$ cat config.mk
export PLATFORM = sky130hd
export DESIGN_NAME = query_write_keyword_detector_core
export DESIGN_NICKNAME = d
export VERILOG_FILES = /design/src/sv/qwkd_pkg.sv /design/src/sv/qwkd_lexer.sv /design/src/sv/qwkd_cell.sv /design/src/sv/query_write_keyword_detector_core.sv
export SDC_FILE = /design/constraint.sdc
export NUM_CORES = 1
export LEC_CHECK = 0
export BUFFER_PORTS_ARGS = -buffer_cell sky130_fd_sc_hd__buf_2
export CORE_UTILIZATION = 35
export CTS_BUF_LIST = sky130_fd_sc_hd__clkbuf_2 sky130_fd_sc_hd__clkbuf_4 sky130_fd_sc_hd__clkbuf_8
export CTS_CLUSTER_SIZE = 24
export DETAILED_ROUTE_END_ITERATION = 12
export PLACE_DENSITY = 0.58
export SETUP_SLACK_MARGIN = 0.4
export SYNTH_ARGS = -nofsm -noshare
export SYNTH_HDL_FRONTEND = slang
export SYNTH_SLANG_ARGS = --single-unit
$ cat constraint.sdc
create_clock -name clock -period 14.2 [get_ports clock]
set_input_delay 1.42 -clock clock [delete_from_list [all_inputs] [get_ports clock]]
set_output_delay 1.42 -clock clock [all_outputs]
set_load 0.005 [all_outputs]
$ cat src/sv/qwkd_pkg.sv
package qwkd_pkg;

   // Default sizes of the history window and the keyword set.
   localparam int WINDOW_BYTES_DEF  = 13;
   localparam int KEYWORD_COUNT_DEF = 6;

   // Keyword table. A keyword is stored as a string literal, so its last
   // character sits in the low byte; character i counted back from the
   // end of the keyword is KW_TEXT[k][8*i +: 8].
   localparam int KW_TABLE_SIZE = 6;
   localparam int KW_MAX_LEN    = 13;

   localparam logic [KW_MAX_LEN*8-1:0] KW_TEXT [KW_TABLE_SIZE] = '{
      "CREATE",
      "MERGE",
      "SET",
      "DELETE",
      "DETACH DELETE",
      "REMOVE"
   };

   localparam int KW_LEN [KW_TABLE_SIZE] = '{6, 5, 3, 6, 13, 6};

   // Characters that the lexer reacts to.
   localparam logic [7:0] CH_SLASH   = 8'h2F;
   localparam logic [7:0] CH_STAR    = 8'h2A;
   localparam logic [7:0] CH_DQUOTE  = 8'h22;
   localparam logic [7:0] CH_SQUOTE  = 8'h27;
   localparam logic [7:0] CH_NEWLINE = 8'h0A;

   // Byte that waits for the second half of a two-byte remark marker.
   typedef enum logic [1:0] {
      PEND_NONE  = 2'd0,
      PEND_SLASH = 2'd1,
      PEND_STAR  = 2'd2
   } pend_type;

   // One window entry: a text byte and whether a keyword may start there.
   typedef struct packed {
      logic [7:0] text;
      logic       elig;
   } cell_type;

   // Folds an ASCII lower-case letter to upper case.
   function automatic logic [7:0] fold_upper(input logic [7:0] b);
      if (b >= 8'h61 && b <= 8'h7A) begin
         return b - 8'h20;
      end
      return b;
   endfunction

endpackage

$ cat src/sv/qwkd_lexer.sv
module qwkd_lexer
   import qwkd_pkg::*;
(
   input  logic       clock,
   input  logic       reset,
   input  logic       accept,
   input  logic [7:0] text_byte,
   input  logic       last_byte,
   output logic       elig
);

   logic     quoted_ff, quoted_in;
   logic     line_ff, line_in;
   logic     block_ff, block_in;
   pend_type pend_ff, pend_in;
   logic     consumed;
   logic     is_quote;

   // Two-byte markers are resolved one byte late: the pending mark tells
   // whether the current byte can complete a marker.
   always_comb begin
      consumed  = 1'b0;
      quoted_in = quoted_ff;
      line_in   = line_ff;
      block_in  = block_ff;
      pend_in   = PEND_NONE;
      elig      = 1'b0;
      is_quote  = (text_byte == CH_SQUOTE) || (text_byte == CH_DQUOTE);

      unique case (pend_ff)
         PEND_SLASH: begin
            if (text_byte == CH_SLASH && !quoted_ff && !block_ff) begin
               line_in  = 1'b1;
               consumed = 1'b1;
            end else if (text_byte == CH_STAR && !quoted_ff && !line_ff) begin
               block_in = 1'b1;
               consumed = 1'b1;
            end
         end
         PEND_STAR: begin
            if (text_byte == CH_SLASH && block_ff) begin
               block_in = 1'b0;
               consumed = 1'b1;
            end
         end
         default: begin
         end
      endcase

      if (!consumed) begin
         if (is_quote && !line_ff && !block_ff) begin
            quoted_in = !quoted_ff;
         end else if (text_byte == CH_SLASH && !last_byte &&
                      ((!quoted_ff && !block_ff) || (!quoted_ff && !line_ff))) begin
            pend_in = PEND_SLASH;
         end else if (line_ff && text_byte == CH_NEWLINE) begin
            line_in = 1'b0;
         end else if (block_ff && text_byte == CH_STAR && !last_byte) begin
            pend_in = PEND_STAR;
         end else begin
            elig = !quoted_ff && !line_ff && !block_ff;
         end
      end
   end

   always_ff @(posedge clock) begin
      if (reset || (accept && last_byte)) begin
         quoted_ff <= 1'b0;
         line_ff   <= 1'b0;
         block_ff  <= 1'b0;
         pend_ff   <= PEND_NONE;
      end else if (accept) begin
         quoted_ff <= quoted_in;
         line_ff   <= line_in;
         block_ff  <= block_in;
         pend_ff   <= pend_in;
      end
   end

endmodule

$ cat src/sv/qwkd_cell.sv
module qwkd_cell
   import qwkd_pkg::*;
(
   input  logic     clock,
   input  logic     reset,
   input  logic     shift_en,
   input  logic     clear,
   input  cell_type data_in,
   output cell_type data_out
);

   logic [7:0] text_ff;
   logic       elig_ff;

   always_ff @(posedge clock) begin
      if (reset) begin
         elig_ff <= 1'b0;
      end else if (shift_en) begin
         text_ff <= data_in.text;
         elig_ff <= clear ? 1'b0 : data_in.elig;
      end
   end

   assign data_out = '{text: text_ff, elig: elig_ff};

endmodule

$ cat src/sv/query_write_keyword_detector_core.sv
// Write-keyword detector. A query text streams in one byte per request,
// the final byte marked by req_last_byte. The block follows quoted strings
// (either quote kind), line remarks from a double slash to a newline and
// block remarks between slash-star and star-slash, and reports on rsp_is_write
// whether CREATE, MERGE, SET, DELETE, DETACH DELETE or REMOVE, compared
// without regard to letter case, begins at a byte that lies outside strings
// and remarks. Exactly one response comes per query, in the cycle after its
// last byte is accepted, and the lexer state, the write flag and the start
// flags then return to reset so the next byte begins a new query. A request
// is accepted every cycle: the lexer and the keyword compare over the byte
// window are combinational and the response sits in an output register, so
// the only back-pressure is a response held there while rsp_stall is high.
module query_write_keyword_detector_core
   import qwkd_pkg::*;
#(
   parameter int WINDOW_BYTES  = WINDOW_BYTES_DEF,
   parameter int KEYWORD_COUNT = KEYWORD_COUNT_DEF
) (
   input  logic       clock,
   input  logic       reset,
   input  logic       req_valid,
   output logic       req_stall,
   input  logic [7:0] req_text_byte,
   input  logic       req_last_byte,
   output logic       rsp_valid,
   input  logic       rsp_stall,
   output logic       rsp_is_write
);

   // The newest byte comes straight from the request, so the chain only
   // keeps the WINDOW_BYTES - 1 bytes before it.
   localparam int CELL_COUNT = WINDOW_BYTES - 1;

   logic     accept;
   logic     last_accept;
   logic     elig_now;
   logic     hit;
   logic     write_seen_ff;
   logic     rsp_valid_ff;
   logic     rsp_is_write_ff;
   logic     [KW_TABLE_SIZE-1:0] kw_hit;
   cell_type cell_data [CELL_COUNT];
   cell_type win [WINDOW_BYTES];

   // A new request waits only while a finished response is held back.
   assign req_stall   = rsp_valid_ff && rsp_stall;
   assign accept      = req_valid && !req_stall;
   assign last_accept = accept && req_last_byte;

   // The lexer decides whether the incoming byte may start a keyword.
   qwkd_lexer u_lexer (
      .clock     (clock),
      .reset     (reset),
      .accept    (accept),
      .text_byte (req_text_byte),
      .last_byte (req_last_byte),
      .elig      (elig_now)
   );

   // The window as it stands once this byte is taken: entry 0 is the new
   // byte, entry i the byte accepted i requests earlier.
   assign win[0] = '{text: req_text_byte, elig: elig_now};

   // Shift chain of window cells. Each cell takes its neighbor's entry on
   // every accepted request; the last byte of a query clears the start
   // flags so that nothing reaches into the following query.
   for (genvar i = 0; i < CELL_COUNT; i++) begin : g_cell
      qwkd_cell u_cell (
         .clock    (clock),
         .reset    (reset),
         .shift_en (accept),
         .clear    (req_last_byte),
         .data_in  (win[i]),
         .data_out (cell_data[i])
      );
      assign win[i+1] = cell_data[i];
   end

   // A keyword ends at the incoming byte when its first character sits at
   // a flagged start and every character matches after case folding.
   for (genvar k = 0; k < KW_TABLE_SIZE; k++) begin : g_kw
      if (k < KEYWORD_COUNT && KW_LEN[k] <= WINDOW_BYTES) begin : g_on
         logic [KW_MAX_LEN-1:0] char_ok;
         for (genvar i = 0; i < KW_MAX_LEN; i++) begin : g_char
            if (i < KW_LEN[k]) begin : g_cmp
               assign char_ok[i] = fold_upper(win[i].text) == KW_TEXT[k][8*i +: 8];
            end else begin : g_pad
               assign char_ok[i] = 1'b1;
            end
         end
         assign kw_hit[k] = win[KW_LEN[k]-1].elig && (&char_ok);
      end else begin : g_off
         assign kw_hit[k] = 1'b0;
      end
   end

   assign hit = |kw_hit;

   // Sticky write flag for the query in flight.
   always_ff @(posedge clock) begin
      if (reset || last_accept) begin
         write_seen_ff <= 1'b0;
      end else if (accept && hit) begin
         write_seen_ff <= 1'b1;
      end
   end

   // Output register for the one response of each query.
   always_ff @(posedge clock) begin
      if (reset) begin
         rsp_valid_ff <= 1'b0;
      end else if (last_accept) begin
         rsp_valid_ff <= 1'b1;
      end else if (!rsp_stall) begin
         rsp_valid_ff <= 1'b0;
      end
   end

   always_ff @(posedge clock) begin
      if (last_accept) begin
         rsp_is_write_ff <= write_seen_ff || hit;
      end
   end

   assign rsp_valid    = rsp_valid_ff;
   assign rsp_is_write = rsp_is_write_ff;

   // A response appears only after the last byte of a query was taken.
   a_rsp_after_last: assert property (@(posedge clock) disable iff (reset)
      $rose(rsp_valid_ff) |-> $past(last_accept))
      else $error("response raised without a last byte");

   // The write flag starts every query cleared.
   a_flag_cleared: assert property (@(posedge clock) disable iff (reset)
      last_accept |=> !write_seen_ff)
      else $error("write flag carried into the next query");

   // A quote byte always toggles or sits in a remark; it never starts a keyword.
   a_quote_not_start: assert property (@(posedge clock) disable iff (reset)
      (accept && elig_now) |->
         (req_text_byte != CH_SQUOTE && req_text_byte != CH_DQUOTE))
      else $error("quote byte flagged as keyword start");

   // A response held under stall blocks new requests.
   a_hold_blocks: assert property (@(posedge clock) disable iff (reset)
      (rsp_valid_ff && rsp_stall) |-> !accept)
      else $error("request accepted while response held");

endmodule

==> impl_metrics.json <==
{
  "run_status": "finished clean",
  "crit_arrival_ns": 1.78,
  "drt_drc_violations_left": 0,
  "comb_power_share": 0.035,
  "crit_path_start": "rsp_stall",
  "internal_power_mw": 0.5493,
  "buffer_ports.inserted": 15,
  "final_layout_size_suffix_gt1_frac": 0.1385,
  "grt_pass1_wl_microns": 13870,
  "groute.layer.met2.usage": 0.1996,
  "fin_area_sq_mm": 0.005433,
  "ff_latch_area_sq_mm": 0.003293,
  "final_core_utilization": 0.4102,
  "clock_tree.buffer_depth": 2,
  "synth_flop_cell": "edfxtp_1",
  "path_common_cell": "buf_2",
  "antenna-diode-count": 0,
  "grt_antenna_before_repair": 0,
  "seqPwrFrac": 0.551,
  "fin_setup_tns_ns": 0,
  "crit_path_cell_trace": "buf_2 -> nand2_1 -> inv_1 -> buf_2",
  "hold-worst-slack_ns": 0.4429,
  "netlist-cell-type-count": 51,
  "slew_violations": 0,
  "final_period_minus_worst_setup_slack_ns": 3.199,
  "fp.dieW_microns": 118.8,
  "grt_use_met3": 0.04199,
  "netlist_area_sq_mm": 0.004771,
  "first_global_vias": 2785,
  "async_reset_ff_frac": 0,
  "regToRegStartpoint": "rsp_valid",
  "final_cell_mix": "edfxtp_1, inv_1, nand2_1, a21oi_1, dfxtp_1",
  "cts_resized": 0,
  "core_region_area_sq_mm": 0.01324,
  "worst_path_largest_cell_delay_ns": 0.12,
  "share_clk_of_total_power": 0.414,
  "min_period_over_period": 0.2253,
  "ys_seq_elements": 116,
  "detail_route.wl_per_cell_microns": 14.82,
  "setup_repair_after_global_routing_missed_its_margin": "no",
  "globalRoute.busiestLayer": "met2",
  "worstSetupPathType": "primary input to output pin",
  "core.rowCount": 42,
  "worst-endpoint-required_ns": 12.78,
  "endpoint_kind": "output pin",
  "die_h_microns": 118.8,
  "path_clk_slew_ns": 0.07,
  "power_density_mw_per_mm2": 130.4,
  "cts_tree": "yes",
  "slew-limit-headroom": 0.2030,
  "post_cts_setup_driven_buffer_insertion_count": 0,
  "dp_worst_setup_slack_ns": 10.55,
  "ir_worst_vdd_v": 0.00009127,
  "worst_pin_slew_ns": 1.195,
  "final_net_count": 404,
  "maximum_number_of_pins_on_one_net_before_global_route_repair": 97,
  "switching_share": 0.2246,
  "grt_util_met1": 0.1631,
  "grt-ovfl-total": 0,
  "clkLatencyLatePin_ns": 0.42,
  "timing.hold.worst.class": "flip-flop to flip-flop",
  "cts_buffers": 17,
  "total_placed_instance_area_sq_mm": 0.005049,
  "routed_wl_microns": 8387,
  "critical_path.slowest_cell": "buf_2",
  "clk_root_buffer_cell": "clkbuf_8",
  "clock_tree.htree_level_count": 4,
  "detail_route.first_pass.iterations": 6,
  "dieArea_sq_mm": 0.01410,
  "via_count": 2845,
  "num_io_pins": 16,
  "yosysTopAreaCellShare": 0.6105,
  "final.setup_skew_ns": 0.007402,
  "synth_edf_count": 97,
  "ctsHoldBuffers": 0,
  "holdCritStartpoint": "g_cell[7].u_cell.text_ff[1]",
  "yosys_warnings": 0,
  "antenna_nets_post_route": 0,
  "worst-path-max-fanout": 4,
  "synthTopCellsByArea": "edfxtp_1, dfxtp_1, ha_1",
  "power_switching_mw": 0.1591,
  "mappedNetlistNets": 375,
  "floorplan.initialDensity": 0.3603,
  "finalWeightedCongestion": 0.7740,
  "leakage_nw": 1.867,
  "multi_input_area_sq_mm": 0.001325,
  "syn_to_final_growth_pct": 13.87,
  "count_of_filler_cells_inserted_in_the_layout": 1258,
  "max_cap_violations": 0,
  "synth-seq-area-share": 0.6903,
  "vias_per_cell": 5.027,
  "layout.cells.most_common": "edfxtp_1",
  "clkSinkCount": 116,
  "fmax_ghz": 0.3126,
  "synthesis.instances": 348,
  "dominant_cell_type_by_area_after_synthesis": "edfxtp_1",
  "startpoint_type": "primary input",
  "detail_route.iter0.violations": 243,
  "setup_slack_ns": 11.00,
  "postSynthAreaPerCell_sq_um": 13.71,
  "finalHoldViolations": 0,
  "setup_viol_count_final": 0,
  "place.detailed.hpwl_microns": 5570,
  "groute.usage.overall": 0.1295
}
-- cells in the mapped netlist (all sizes together) (2+ instances only) --
| library cell | count |
|---|---|
| nand3 | 5 |
| and4b | 4 |
| nor4bb | 6 |
| nor4 | 8 |
| ha | 14 |
| and4 | 2 |
| nor3 | 9 |
| nor4b | 8 |
| nand4 | 9 |
| nor2 | 16 |
| o31ai | 2 |
| or4 | 9 |
| o22ai | 3 |
| clkbuf | 6 |
| nand4b | 3 |
| edfxtp | 97 |
| o21ai | 11 |
| nand2 | 21 |
| nand3b | 11 |
| and2 | 2 |
| a22oi | 4 |
| a21oi | 22 |
| dfxtp | 19 |
| inv | 34 |
| nand4bb | 2 |
-- per-stage QoR --
stage	instances	total power, mW
after global placement	534	0.4218
after CTS	566	0.7166
after detailed placement	534	0.4231
final	566	0.7085
after global routing	566	0.7366
after floorplan	348	0.4129
-- power groups by stage --
stage               clock [mW]  combinational [mW]  sequential (mW)
floorplan                    0              0.0169            0.396
global placement             0              0.0242            0.398
detailed placement           0              0.0250            0.398
CTS                      0.301              0.0251            0.391
global route             0.316              0.0282            0.392
finish                   0.293              0.0248            0.390
-- cell type report --
class	instances	area share
clock buffer	19	0.04583
clock inverter	13	0.02487
inverter	34	0.02349
multi-input combinational	192	0.2439
sequential	116	0.6062
tap	176	0.04053
timing repair buffer	16	0.01520
-- state kept, by name, summed over array words and instances, names as in the netlist --
register and cells:
rsp_is_write 1, u_lexer.pend_ff 2, u_lexer.line_ff 1, rsp_valid 1, u_lexer.quoted_ff 1, u_lexer.block_ff 1
g_cell.u_cell.elig_ff 12, g_cell.u_cell.text_ff 96, write_seen_ff 1
-- kinds of logic (layout without fill, tap and decap cells) --
| kind of cell | after synthesis | after routing | synth area share |
|---|---|---|---|
| AO/OA/AOI/OAI | 55 | 55 | 0.07422 |
| buffers and inverters | 40 | 82 | 0.03357 |
| adder cells (fa/ha/maj) | 14 | 14 | 0.03672 |
| XOR/XNOR | 1 | 1 | 0.001836 |
| flip-flops | 116 | 116 | 0.6903 |
| AND/OR/NAND/NOR | 122 | 122 | 0.1634 |
-- critical path, delay by kind of cell --
| kind | cells | cell delay (ns) |
|---|---|---|
| buffers and inverters | 3 | 0.26 |
| AND/OR/NAND/NOR | 1 | 0.10 |
-- path summary, 6_finish.rpt --
kind                                                     to  cells past startpoint  slack, ns
worst max-delay path                              req_stall                      4      11.00
worst min-delay path            g_cell[8].u_cell.text_ff[1]                      0       0.44
worst max register to register  g_cell[5].u_cell.text_ff[4]                      4      11.79
worst min register to register  g_cell[8].u_cell.text_ff[1]                      0       0.44
-- per-layer routing --
metal | up-vias | wire (microns)
li1 | 1416 | -
met1 | 1377 | 4011
met2 | 45 | 4032
met3 | 7 | 257
met4 | 0 | 85
met5 | - | 0
Note: power is estimated with default switching activity, not from simulation.
